[config.mk]
export PLATFORM = sky130hd
export DESIGN_NAME = coin_sort_counter_controller
export DESIGN_NICKNAME = d
export VERILOG_FILES = /design/src/hdl/csc_pkg.sv /design/src/hdl/coin_sort_counter_controller.sv /design/src/hdl/csc_regs.sv /design/src/hdl/csc_front.sv /design/src/hdl/csc_queue.sv /design/src/hdl/csc_back.sv
export SDC_FILE = /design/constraint.sdc
export NUM_CORES = 2
export LEC_CHECK = 0
export ABC_CLOCK_PERIOD_IN_PS = 11850
export BUFFER_PORTS_ARGS = -buffer_cell sky130_fd_sc_hd__buf_2
export CAP_MARGIN = 20
export CORE_UTILIZATION = 40
export CTS_BUF_LIST = sky130_fd_sc_hd__clkbuf_4
export DETAILED_ROUTE_END_ITERATION = 10
export PLACE_DENSITY_LB_ADDON = 0.08
export SETUP_SLACK_MARGIN = 0.02
export SYNTH_ARGS = -nofsm -noshare
export SYNTH_HDL_FRONTEND = slang
export SYNTH_SLANG_ARGS = --single-unit
[constraint.sdc]
create_clock -name aclk -period 11.85 [get_ports aclk]
set_input_delay 0.5925 -clock aclk [delete_from_list [all_inputs] [get_ports aclk]]
set_output_delay 0.5925 -clock aclk [all_outputs]
set_load 0.1 [all_outputs]
[src/hdl/csc_pkg.sv]
package csc_pkg;

    localparam int NUM_KINDS       = 8;
    localparam int KIND_IDX_W      = 3;
    localparam int SEL_W           = 4;
    localparam int COUNT_WIDTH_DEF = 16;
    localparam int CFG_W           = 16;
    localparam int DISP_W          = 25;
    localparam int INTERVAL_W      = 16;
    localparam int SENSOR_W        = 7;
    localparam int WEIGHT_W        = 8;
    localparam int PADDR_W         = 4;
    localparam int PDATA_W         = 32;
    localparam int S_TDATA_W       = 32;
    localparam int M_TDATA_W       = 40;

    localparam logic [SEL_W-1:0] TOTAL_SEL = 4'd8;

    localparam logic KIND_PULSE  = 1'b0;
    localparam logic KIND_BUTTON = 1'b1;

    localparam logic [CFG_W-1:0] WINDOW_LOW_RST  = 16'd2040;
    localparam logic [CFG_W-1:0] WINDOW_HIGH_RST = 16'd2101;
    localparam logic [CFG_W-1:0] GAP_MIN_RST     = 16'd2112;
    localparam logic [CFG_W-1:0] STOP_LIMIT_RST  = 16'd32;

    localparam logic [WEIGHT_W-1:0] COIN_WEIGHT [NUM_KINDS] =
        '{8'd200, 8'd100, 8'd50, 8'd20, 8'd10, 8'd5, 8'd2, 8'd1};

    typedef enum logic [1:0] {
        REG_WINDOW_LOW,
        REG_WINDOW_HIGH,
        REG_GAP_MIN,
        REG_STOP_LIMIT
    } reg_idx_t;

    typedef struct packed {
        logic [CFG_W-1:0] window_low;
        logic [CFG_W-1:0] window_high;
        logic [CFG_W-1:0] gap_min;
        logic [CFG_W-1:0] stop_limit;
    } cfg_t;

    // classified item as it travels from front to back
    typedef struct packed {
        logic                is_button;
        logic                accum_hit;
        logic                gap_hit;
        logic [SENSOR_W-1:0] sensor;
        logic                on;
        logic                both;
        logic                euro;
        logic                clear;
    } cmd_t;

    typedef struct packed {
        logic [SEL_W-1:0] sel;
        logic [SEL_W-1:0] counted;
        logic             motor;
        logic             autostop;
        logic             latched;
    } stat_t;

    function automatic logic [SEL_W-1:0] mask_to_kind(input logic [SENSOR_W-1:0] m);
        logic [SEL_W-1:0] k;
        unique case (m)
            7'h00:   k = 4'd7;
            7'h01:   k = 4'd6;
            7'h03:   k = 4'd4;
            7'h07:   k = 4'd5;
            7'h0f:   k = 4'd3;
            7'h1f:   k = 4'd1;
            7'h3f:   k = 4'd2;
            7'h7f:   k = 4'd0;
            default: k = TOTAL_SEL;
        endcase
        return k;
    endfunction

endpackage

[src/hdl/coin_sort_counter_controller.sv]
// Coin counting controller. Each transfer on the s_ side is a sensor pulse or a
// button sample; each one gives exactly one result transfer on the m_ side with the
// display value and status. One item is taken per clock cycle while the queue has
// room. The front classifies the item against the window and gap registers and
// writes it into a two-entry queue; the back applies it to the counters and forms
// the display through a four-stage product and adder pipeline. The queue takes up
// to two input transfers while a result waits on m_tready, then holds s_tready low.
module coin_sort_counter_controller #(
    parameter int COUNT_WIDTH = csc_pkg::COUNT_WIDTH_DEF
) (
    input  logic                             aclk,
    input  logic                             aresetn,
    input  logic                             s_tvalid,
    output logic                             s_tready,
    // pulse_interval[15:0], sensor_bits[22:16], press_on[23], press_clear[24],
    // press_euro[25], zeros above
    input  logic [csc_pkg::S_TDATA_W-1:0]    s_tdata,
    // kind[0]
    input  logic                             s_tuser,
    output logic                             m_tvalid,
    input  logic                             m_tready,
    // display_value[24:0], display_select[28:25], counted_kind[32:29],
    // motor_running[33], autostop_on[34], stop_latched[35], zeros above
    output logic [csc_pkg::M_TDATA_W-1:0]    m_tdata,
    input  logic                             psel,
    input  logic                             penable,
    input  logic                             pwrite,
    input  logic [csc_pkg::PADDR_W-1:0]      paddr,
    input  logic [csc_pkg::PDATA_W-1:0]      pwdata,
    output logic [csc_pkg::PDATA_W-1:0]      prdata,
    output logic                             pready
);
    import csc_pkg::*;

    cfg_t              cfg;
    cmd_t              cmd_in;
    cmd_t              cmd_q;
    logic              q_valid;
    logic              q_ready;
    logic [DISP_W-1:0] disp;
    stat_t             stat;

    csc_regs u_regs (
        .aclk    (aclk),
        .aresetn (aresetn),
        .psel    (psel),
        .penable (penable),
        .pwrite  (pwrite),
        .paddr   (paddr),
        .pwdata  (pwdata),
        .prdata  (prdata),
        .pready  (pready),
        .cfg     (cfg)
    );

    csc_front u_front (
        .s_tuser (s_tuser),
        .s_tdata (s_tdata),
        .cfg     (cfg),
        .cmd     (cmd_in)
    );

    csc_queue u_queue (
        .aclk      (aclk),
        .aresetn   (aresetn),
        .in_valid  (s_tvalid),
        .in_ready  (s_tready),
        .in_data   (cmd_in),
        .out_valid (q_valid),
        .out_ready (q_ready),
        .out_data  (cmd_q)
    );

    csc_back #(
        .COUNT_WIDTH (COUNT_WIDTH)
    ) u_back (
        .aclk       (aclk),
        .aresetn    (aresetn),
        .stop_limit (cfg.stop_limit),
        .cmd_valid  (q_valid),
        .cmd_ready  (q_ready),
        .cmd        (cmd_q),
        .out_valid  (m_tvalid),
        .out_ready  (m_tready),
        .out_disp   (disp),
        .out_stat   (stat)
    );

    assign m_tdata = {4'd0, stat.latched, stat.autostop, stat.motor,
                      stat.counted, stat.sel, disp};

endmodule

[src/hdl/csc_regs.sv]
module csc_regs (
    input  logic                            aclk,
    input  logic                            aresetn,
    input  logic                            psel,
    input  logic                            penable,
    input  logic                            pwrite,
    input  logic [csc_pkg::PADDR_W-1:0]     paddr,
    input  logic [csc_pkg::PDATA_W-1:0]     pwdata,
    output logic [csc_pkg::PDATA_W-1:0]     prdata,
    output logic                            pready,
    output csc_pkg::cfg_t                   cfg
);
    import csc_pkg::*;

    cfg_t     cfg_reg;
    cfg_t     cfg_next;
    reg_idx_t idx;
    logic     wr_en;

    assign idx    = reg_idx_t'(paddr[PADDR_W-1:2]);
    assign wr_en  = psel && penable && pwrite;
    assign pready = 1'b1;
    assign cfg    = cfg_reg;

    always_comb begin
        cfg_next = cfg_reg;
        if (wr_en) begin
            unique case (idx)
                REG_WINDOW_LOW:  cfg_next.window_low  = pwdata[CFG_W-1:0];
                REG_WINDOW_HIGH: cfg_next.window_high = pwdata[CFG_W-1:0];
                REG_GAP_MIN:     cfg_next.gap_min     = pwdata[CFG_W-1:0];
                REG_STOP_LIMIT:  cfg_next.stop_limit  = pwdata[CFG_W-1:0];
            endcase
        end
    end

    always_comb begin
        unique case (idx)
            REG_WINDOW_LOW:  prdata = PDATA_W'(cfg_reg.window_low);
            REG_WINDOW_HIGH: prdata = PDATA_W'(cfg_reg.window_high);
            REG_GAP_MIN:     prdata = PDATA_W'(cfg_reg.gap_min);
            REG_STOP_LIMIT:  prdata = PDATA_W'(cfg_reg.stop_limit);
        endcase
    end

    always_ff @(posedge aclk) begin
        if (!aresetn) begin
            cfg_reg.window_low  <= WINDOW_LOW_RST;
            cfg_reg.window_high <= WINDOW_HIGH_RST;
            cfg_reg.gap_min     <= GAP_MIN_RST;
            cfg_reg.stop_limit  <= STOP_LIMIT_RST;
        end else begin
            cfg_reg <= cfg_next;
        end
    end

endmodule

[src/hdl/csc_front.sv]
module csc_front (
    input  logic                             s_tuser,
    input  logic [csc_pkg::S_TDATA_W-1:0]    s_tdata,
    input  csc_pkg::cfg_t                    cfg,
    output csc_pkg::cmd_t                    cmd
);
    import csc_pkg::*;

    logic [INTERVAL_W-1:0] iv;
    logic                  clr;
    logic                  eur;

    assign iv  = s_tdata[INTERVAL_W-1:0];
    assign clr = s_tdata[24];
    assign eur = s_tdata[25];

    // window and gap tests are settled here so the back only applies them
    always_comb begin
        cmd.is_button = (s_tuser == KIND_BUTTON);
        cmd.accum_hit = (iv < cfg.window_high) && (iv > cfg.window_low);
        cmd.gap_hit   = (iv > cfg.gap_min);
        cmd.sensor    = s_tdata[22:16];
        cmd.on        = s_tdata[23];
        cmd.both      = clr && eur;
        cmd.euro      = eur && !clr;
        cmd.clear     = clr && !eur;
    end

endmodule

[src/hdl/csc_queue.sv]
module csc_queue (
    input  logic           aclk,
    input  logic           aresetn,
    input  logic           in_valid,
    output logic           in_ready,
    input  csc_pkg::cmd_t  in_data,
    output logic           out_valid,
    input  logic           out_ready,
    output csc_pkg::cmd_t  out_data
);
    import csc_pkg::*;

    cmd_t       mem_reg [2];
    logic       wr_ptr_reg;
    logic       rd_ptr_reg;
    logic [1:0] count_reg;
    logic [1:0] count_next;
    logic       push;
    logic       pop;

    assign in_ready  = (count_reg != 2'd2);
    assign out_valid = (count_reg != 2'd0);
    assign out_data  = mem_reg[rd_ptr_reg];
    assign push      = in_valid && in_ready;
    assign pop       = out_valid && out_ready;

    always_comb begin
        count_next = count_reg;
        if (push && !pop) begin
            count_next = count_reg + 2'd1;
        end else if (pop && !push) begin
            count_next = count_reg - 2'd1;
        end
    end

    always_ff @(posedge aclk) begin
        if (!aresetn) begin
            wr_ptr_reg <= 1'b0;
            rd_ptr_reg <= 1'b0;
            count_reg  <= 2'd0;
        end else begin
            count_reg <= count_next;
            if (push) begin
                wr_ptr_reg <= !wr_ptr_reg;
            end
            if (pop) begin
                rd_ptr_reg <= !rd_ptr_reg;
            end
        end
    end

    always_ff @(posedge aclk) begin
        if (push) begin
            mem_reg[wr_ptr_reg] <= in_data;
        end
    end

endmodule

[src/hdl/csc_back.sv]
module csc_back #(
    parameter int COUNT_WIDTH = csc_pkg::COUNT_WIDTH_DEF
) (
    input  logic                          aclk,
    input  logic                          aresetn,
    input  logic [csc_pkg::CFG_W-1:0]     stop_limit,
    input  logic                          cmd_valid,
    output logic                          cmd_ready,
    input  csc_pkg::cmd_t                 cmd,
    output logic                          out_valid,
    input  logic                          out_ready,
    output logic [csc_pkg::DISP_W-1:0]    out_disp,
    output csc_pkg::stat_t                out_stat
);
    import csc_pkg::*;

    localparam int PROD_W = COUNT_WIDTH + WEIGHT_W;
    localparam int CMP_W  = (COUNT_WIDTH > CFG_W) ? COUNT_WIDTH : CFG_W;

    // machine state
    logic [COUNT_WIDTH-1:0] cnt_reg   [NUM_KINDS];
    logic [COUNT_WIDTH-1:0] cnt_next  [NUM_KINDS];
    logic [COUNT_WIDTH-1:0] snap_reg  [NUM_KINDS];
    logic [COUNT_WIDTH-1:0] snap_next [NUM_KINDS];
    logic [COUNT_WIDTH-1:0] gain      [NUM_KINDS];
    logic [SENSOR_W-1:0]    accum_reg;
    logic [SENSOR_W-1:0]    accum_next;
    logic                   armed_reg;
    logic                   armed_next;
    logic                   motor_reg;
    logic                   motor_next;
    logic                   auto_reg;
    logic                   auto_next;
    logic                   latch_reg;
    logic                   latch_next;
    logic [SEL_W-1:0]       shown_reg;
    logic [SEL_W-1:0]       shown_next;
    logic [SEL_W-1:0]       counted;

    // display pipeline
    logic               adv;
    logic               fire;
    logic               v1_reg, v2_reg, v3_reg, v4_reg, v5_reg;
    stat_t              st1_reg, st2_reg, st3_reg, st4_reg, st5_reg;
    logic [PROD_W-1:0]  prod_full [NUM_KINDS];
    logic [DISP_W-1:0]  prod_reg  [NUM_KINDS];
    logic [DISP_W-1:0]  pair_reg  [4];
    logic [DISP_W-1:0]  quad_reg  [2];
    logic [DISP_W-1:0]  sel3_reg;
    logic [DISP_W-1:0]  sel4_reg;
    logic [DISP_W-1:0]  disp_reg;

    // whole back advances together; state only moves when an item fires
    assign adv       = !v5_reg || out_ready;
    assign fire      = adv && cmd_valid;
    assign cmd_ready = adv;
    assign out_valid = v5_reg;
    assign out_disp  = disp_reg;
    assign out_stat  = st5_reg;

    always_comb begin
        cnt_next   = cnt_reg;
        snap_next  = snap_reg;
        accum_next = accum_reg;
        armed_next = armed_reg;
        motor_next = motor_reg;
        auto_next  = auto_reg;
        latch_next = latch_reg;
        shown_next = shown_reg;
        counted    = TOTAL_SEL;

        if (!cmd.is_button) begin
            if (cmd.accum_hit) begin
                accum_next = accum_reg | cmd.sensor;
                armed_next = 1'b1;
            end
            if (cmd.gap_hit && armed_next) begin
                counted = mask_to_kind(accum_next);
                if (counted != TOTAL_SEL) begin
                    cnt_next[counted[KIND_IDX_W-1:0]] =
                        cnt_reg[counted[KIND_IDX_W-1:0]] + COUNT_WIDTH'(1);
                end
                accum_next = '0;
                armed_next = 1'b0;
            end
        end else begin
            if (cmd.both) begin
                if (latch_reg) begin
                    latch_next = 1'b0;
                    motor_next = 1'b1;
                end else begin
                    auto_next = !auto_reg;
                end
            end
            if (cmd.on && !latch_next) begin
                motor_next = !motor_next;
            end
            if (cmd.euro) begin
                shown_next = (shown_reg == TOTAL_SEL) ? '0 : shown_reg + SEL_W'(1);
            end
            if (cmd.clear) begin
                for (int i = 0; i < NUM_KINDS; i++) begin
                    cnt_next[i]  = '0;
                    snap_next[i] = '0;
                end
            end
        end

        // auto-stop: the tripping kind with the highest index ends up shown
        for (int i = 0; i < NUM_KINDS; i++) begin
            gain[i] = cnt_next[i] - snap_next[i];
        end
        if (auto_next) begin
            for (int i = 0; i < NUM_KINDS; i++) begin
                if (CMP_W'(gain[i]) > CMP_W'(stop_limit)) begin
                    motor_next   = 1'b0;
                    latch_next   = 1'b1;
                    snap_next[i] = cnt_next[i];
                    shown_next   = SEL_W'(i);
                end
            end
        end
    end

    always_comb begin
        for (int i = 0; i < NUM_KINDS; i++) begin
            prod_full[i] = PROD_W'(cnt_reg[i]) * PROD_W'(COIN_WEIGHT[i]);
        end
    end

    always_ff @(posedge aclk) begin
        if (!aresetn) begin
            for (int i = 0; i < NUM_KINDS; i++) begin
                cnt_reg[i]  <= '0;
                snap_reg[i] <= '0;
            end
            accum_reg <= '0;
            armed_reg <= 1'b0;
            motor_reg <= 1'b0;
            auto_reg  <= 1'b0;
            latch_reg <= 1'b0;
            shown_reg <= TOTAL_SEL;
        end else if (fire) begin
            cnt_reg   <= cnt_next;
            snap_reg  <= snap_next;
            accum_reg <= accum_next;
            armed_reg <= armed_next;
            motor_reg <= motor_next;
            auto_reg  <= auto_next;
            latch_reg <= latch_next;
            shown_reg <= shown_next;
        end
    end

    always_ff @(posedge aclk) begin
        if (!aresetn) begin
            v1_reg <= 1'b0;
            v2_reg <= 1'b0;
            v3_reg <= 1'b0;
            v4_reg <= 1'b0;
            v5_reg <= 1'b0;
        end else if (adv) begin
            v1_reg <= cmd_valid;
            v2_reg <= v1_reg;
            v3_reg <= v2_reg;
            v4_reg <= v3_reg;
            v5_reg <= v4_reg;
        end
    end

    // products are taken from the state right after the item in stage one updated it
    always_ff @(posedge aclk) begin
        if (adv) begin
            st1_reg.sel      <= shown_next;
            st1_reg.counted  <= counted;
            st1_reg.motor    <= motor_next;
            st1_reg.autostop <= auto_next;
            st1_reg.latched  <= latch_next;

            for (int i = 0; i < NUM_KINDS; i++) begin
                prod_reg[i] <= DISP_W'(prod_full[i]);
            end
            st2_reg <= st1_reg;

            for (int j = 0; j < 4; j++) begin
                pair_reg[j] <= prod_reg[2*j] + prod_reg[2*j+1];
            end
            sel3_reg <= prod_reg[st2_reg.sel[KIND_IDX_W-1:0]];
            st3_reg  <= st2_reg;

            quad_reg[0] <= pair_reg[0] + pair_reg[1];
            quad_reg[1] <= pair_reg[2] + pair_reg[3];
            sel4_reg    <= sel3_reg;
            st4_reg     <= st3_reg;

            disp_reg <= (st4_reg.sel == TOTAL_SEL) ? quad_reg[0] + quad_reg[1] : sel4_reg;
            st5_reg  <= st4_reg;
        end
    end

endmodule
==> impl_metrics.env <==
export IMPL_wl_um=161000
export IMPL_synth_top_area_share_pct=25.2
export IMPL_fp_row_count=132
export IMPL_die_w_um=363
export IMPL_synth_compound_area_share_pct=16.5
export IMPL_cp_common_cell="o21ai_0"
export IMPL_outcome="finished, final reports clean"
export IMPL_ys_ff_latch=783
export IMPL_hp_start="psel"
export IMPL_wire_per_inst_um=20.9
export IMPL_antenna_found_initial=5
export IMPL_setup_tns_final_ps=0
export IMPL_rr_worst_depth=37
export IMPL_clock_sinks=783
export IMPL_critical_path_class="register to register"
export IMPL_cts_root_buffer="clkbuf_4"
export IMPL_fin_crit_ps=10590
export IMPL_slowest_delay_ps=880
export IMPL_clockBufferDepth=3
export IMPL_area_delta_synth_final_pct=11.8
export IMPL_whs_ps=181
export IMPL_dp_slack_ps=1360
export IMPL_insertion_delay_ps=1220
export IMPL_synth_area_top_cells="edfxtp_1 (25%), ha_1 (16%), dfxtp_1 (13%)"
export IMPL_yosysWarningCount=0
export IMPL_cp_end_kind="register"
export IMPL_r2r_end="u_back.shown_reg[3]"
export IMPL_synthDistinctLibCells=101
export IMPL_finalClockSkew_ps=95.1
export IMPL_postSynth_asyncResetShare_pct=0
export IMPL_grt_pass1_vias=40074
export IMPL_fin_ws_ps=1260
export IMPL_synthFlopType="edfxtp_1"
export IMPL_coreArea_sq_um=129000
export IMPL_grt_max_degree=163
export IMPL_drtPass1Iterations=6
export IMPL_required_ps=12960
export IMPL_synth_seq_area_share_pct=38.4
export IMPL_postCtsSetupRepairBufs=0
export IMPL_cts_buffers_inserted=223
export IMPL_start_util_pct=40.3
export IMPL_drive_gt1_share_pct=11.5
export IMPL_final_max_slew_viol_count=0
export IMPL_synthSimpleGateAreaFrac_pct=14.0
export IMPL_die_height_um=363
export IMPL_vias=41299
export IMPL_synth_top_family_by_area="adder cells"
export IMPL_relSlewSlack_pct=23.6
export IMPL_portBuffers=105
export IMPL_die_area_sq_um=132000
export IMPL_grt_pass1_wl_um=242000
export IMPL_final_nets=6558
export IMPL_ant_nets=0
export IMPL_synth_xor_area_share_pct=5.16
export IMPL_setup_violations=0
export IMPL_max_freq_mhz=94.4
export IMPL_power_static_leakage_nw=25.1
export IMPL_dr_first_iter_drc_count=3104
export IMPL_dp_hpwl_um=122000
export IMPL_tightest_slew_ps=1140
export IMPL_arrival_ps=11700
export IMPL_gp_congestion=0.912
export IMPL_ir_drop_mv=0.149
export IMPL_instances_no_fill=7692
export IMPL_synth_commonest_cells="ha_1 (668), nor2_1 (583), nand2_1 (536)"
export IMPL_hold_path_end="u_regs.cfg[19]"
export IMPL_yosys_area_share_adder_pct=18.0
export IMPL_yosysMostFrequentCell="ha_1"
export IMPL_min_delay_path_class="input port to register"
export IMPL_hold_viol=0
export IMPL_muxShareOfSynthArea_pct=3.13
export IMPL_crit_fanout=20
export IMPL_dp_cells=7227
export IMPL_avgSynthCellArea_sq_um=9.53
export IMPL_netlist_area_sq_um=52200
export IMPL_overflow=0
export IMPL_synth_edff_count=438
export IMPL_hold_path_cell_count=6
export IMPL_p_per_area_nw_per_um2=321
export IMPL_h_tree_depth=4
export IMPL_regToRegSetupSlack_ps=1260
export IMPL_vias_per_cell=5.37
export IMPL_slowest_stage="dfxtp_1"
export IMPL_synth_largest_area_cell="edfxtp_1"
export IMPL_syn_inst=5479
export IMPL_startpoint_type="register"
export IMPL_cap_violations=0
export IMPL_grt_setup_unrepaired="false"
export IMPL_cts_tree="built"
export IMPL_track_usage_pct=24.3
export IMPL_finalCritPeriodShare_pct=89.4
export IMPL_io_pin_count=151
export IMPL_path_clk_slew_ps=70
export IMPL_largest_reg_flops=152
export IMPL_drc=0
-- metrics by stage --
stage,utilization [%],total power [mW],area [sq um]
5_1_grt,45.1,20.4,58400
4_1_cts,45.0,18.9,58300
3_3_place_gp,42.4,16.0,54800
6_report,45.1,18.8,58400
3_5_place_dp,42.4,16.1,54800
2_1_floorplan,-,12.6,52300
-- layout by cell type (no fill, tap or decap), drive strengths merged, types with 60 or more instances in the layout --
cell type / Yosys / routed
a21boi: 67 / 67
a21oi: 340 / 340
a22o: 105 / 105
a22oi: 130 / 130
buf: 57 / 195
clkbuf: 149 / 330
clkinv: 0 / 61
dfxtp: 345 / 345
edfxtp: 438 / 438
ha: 668 / 668
inv: 434 / 441
nand2: 537 / 537
nand2b: 60 / 60
nand3: 61 / 61
nor2: 584 / 584
nor2b: 73 / 73
nor3: 157 / 157
o21a: 62 / 62
o21ai: 250 / 250
o21bai: 60 / 60
xnor2: 239 / 239
xor2: 67 / 67
-- power by group --
part           switching (mW)  internal (mW)
sequential              0.748           4.03
combinational            6.90           4.42
clock                    1.26           1.39
-- worst max-delay path by stage --
stage | startpoint | end | slack [ps]
3_3_place_gp | register | u_back.snap_reg[96] | 1270
6_report | register | u_back.shown_reg[3] | 1260
4_1_cts | register | u_back.snap_reg[111] | 1290
5_1_grt | register | u_back.shown_reg[3] | 380
2_1_floorplan | u_back.out_valid | u_back.out_disp[0] | 2090
3_5_place_dp | register | u_back.snap_reg[96] | 1360
-- repair_timing --
action                                 CTS  global route
endpoints found under the hold margin  124             0
hold buffers                            51             0
resized for setup                        0             0
-- critical path: cells and delay by family (launching register included) --
kind	cells	cell delay [ps]
and+or+nand+nor	8	2650
DFF	1	880
buffers and inverters	2	340
xor gates and xnor gates	2	870
muxes	1	130
adders and majority gates	3	910
AOI/OAI and AO/OA	21	4760
-- per-layer routing --
layer / up-vias / part of all wire, % / track usage, %
met4: 4 / 3.2 / 9.55
met2: 1035 / 45 / 38.2
met5: - / 0.014 / 0
li1: 20305 / - / -
met1: 19726 / 47 / 33.5
met3: 229 / 5.1 / 3.76
-- area by class of cell --
cell class / instances / area (sq um)
repair buffers: 246 / 1760
flip-flops and latches: 783 / 20100
inverters: 434 / 1650
fillers: 12843 / 71100
well taps: 1742 / 2180
diodes: 7 / 17.5
multi-input cells: 4075 / 29800
clock inverters: 75 / 479
clock buffers: 330 / 2480
-- kinds of logic after synthesis --
| group | Yosys count |
|---|---|
| AOI/OAI and AO/OA | 1286 |
| and+or+nand+nor | 1640 |
| xor gates and xnor gates | 306 |
| DFF | 783 |
| buffers and inverters | 640 |
| muxes | 101 |
| other | 2 |
| adders and majority gates | 721 |
(Power assumes the default switching activity.)
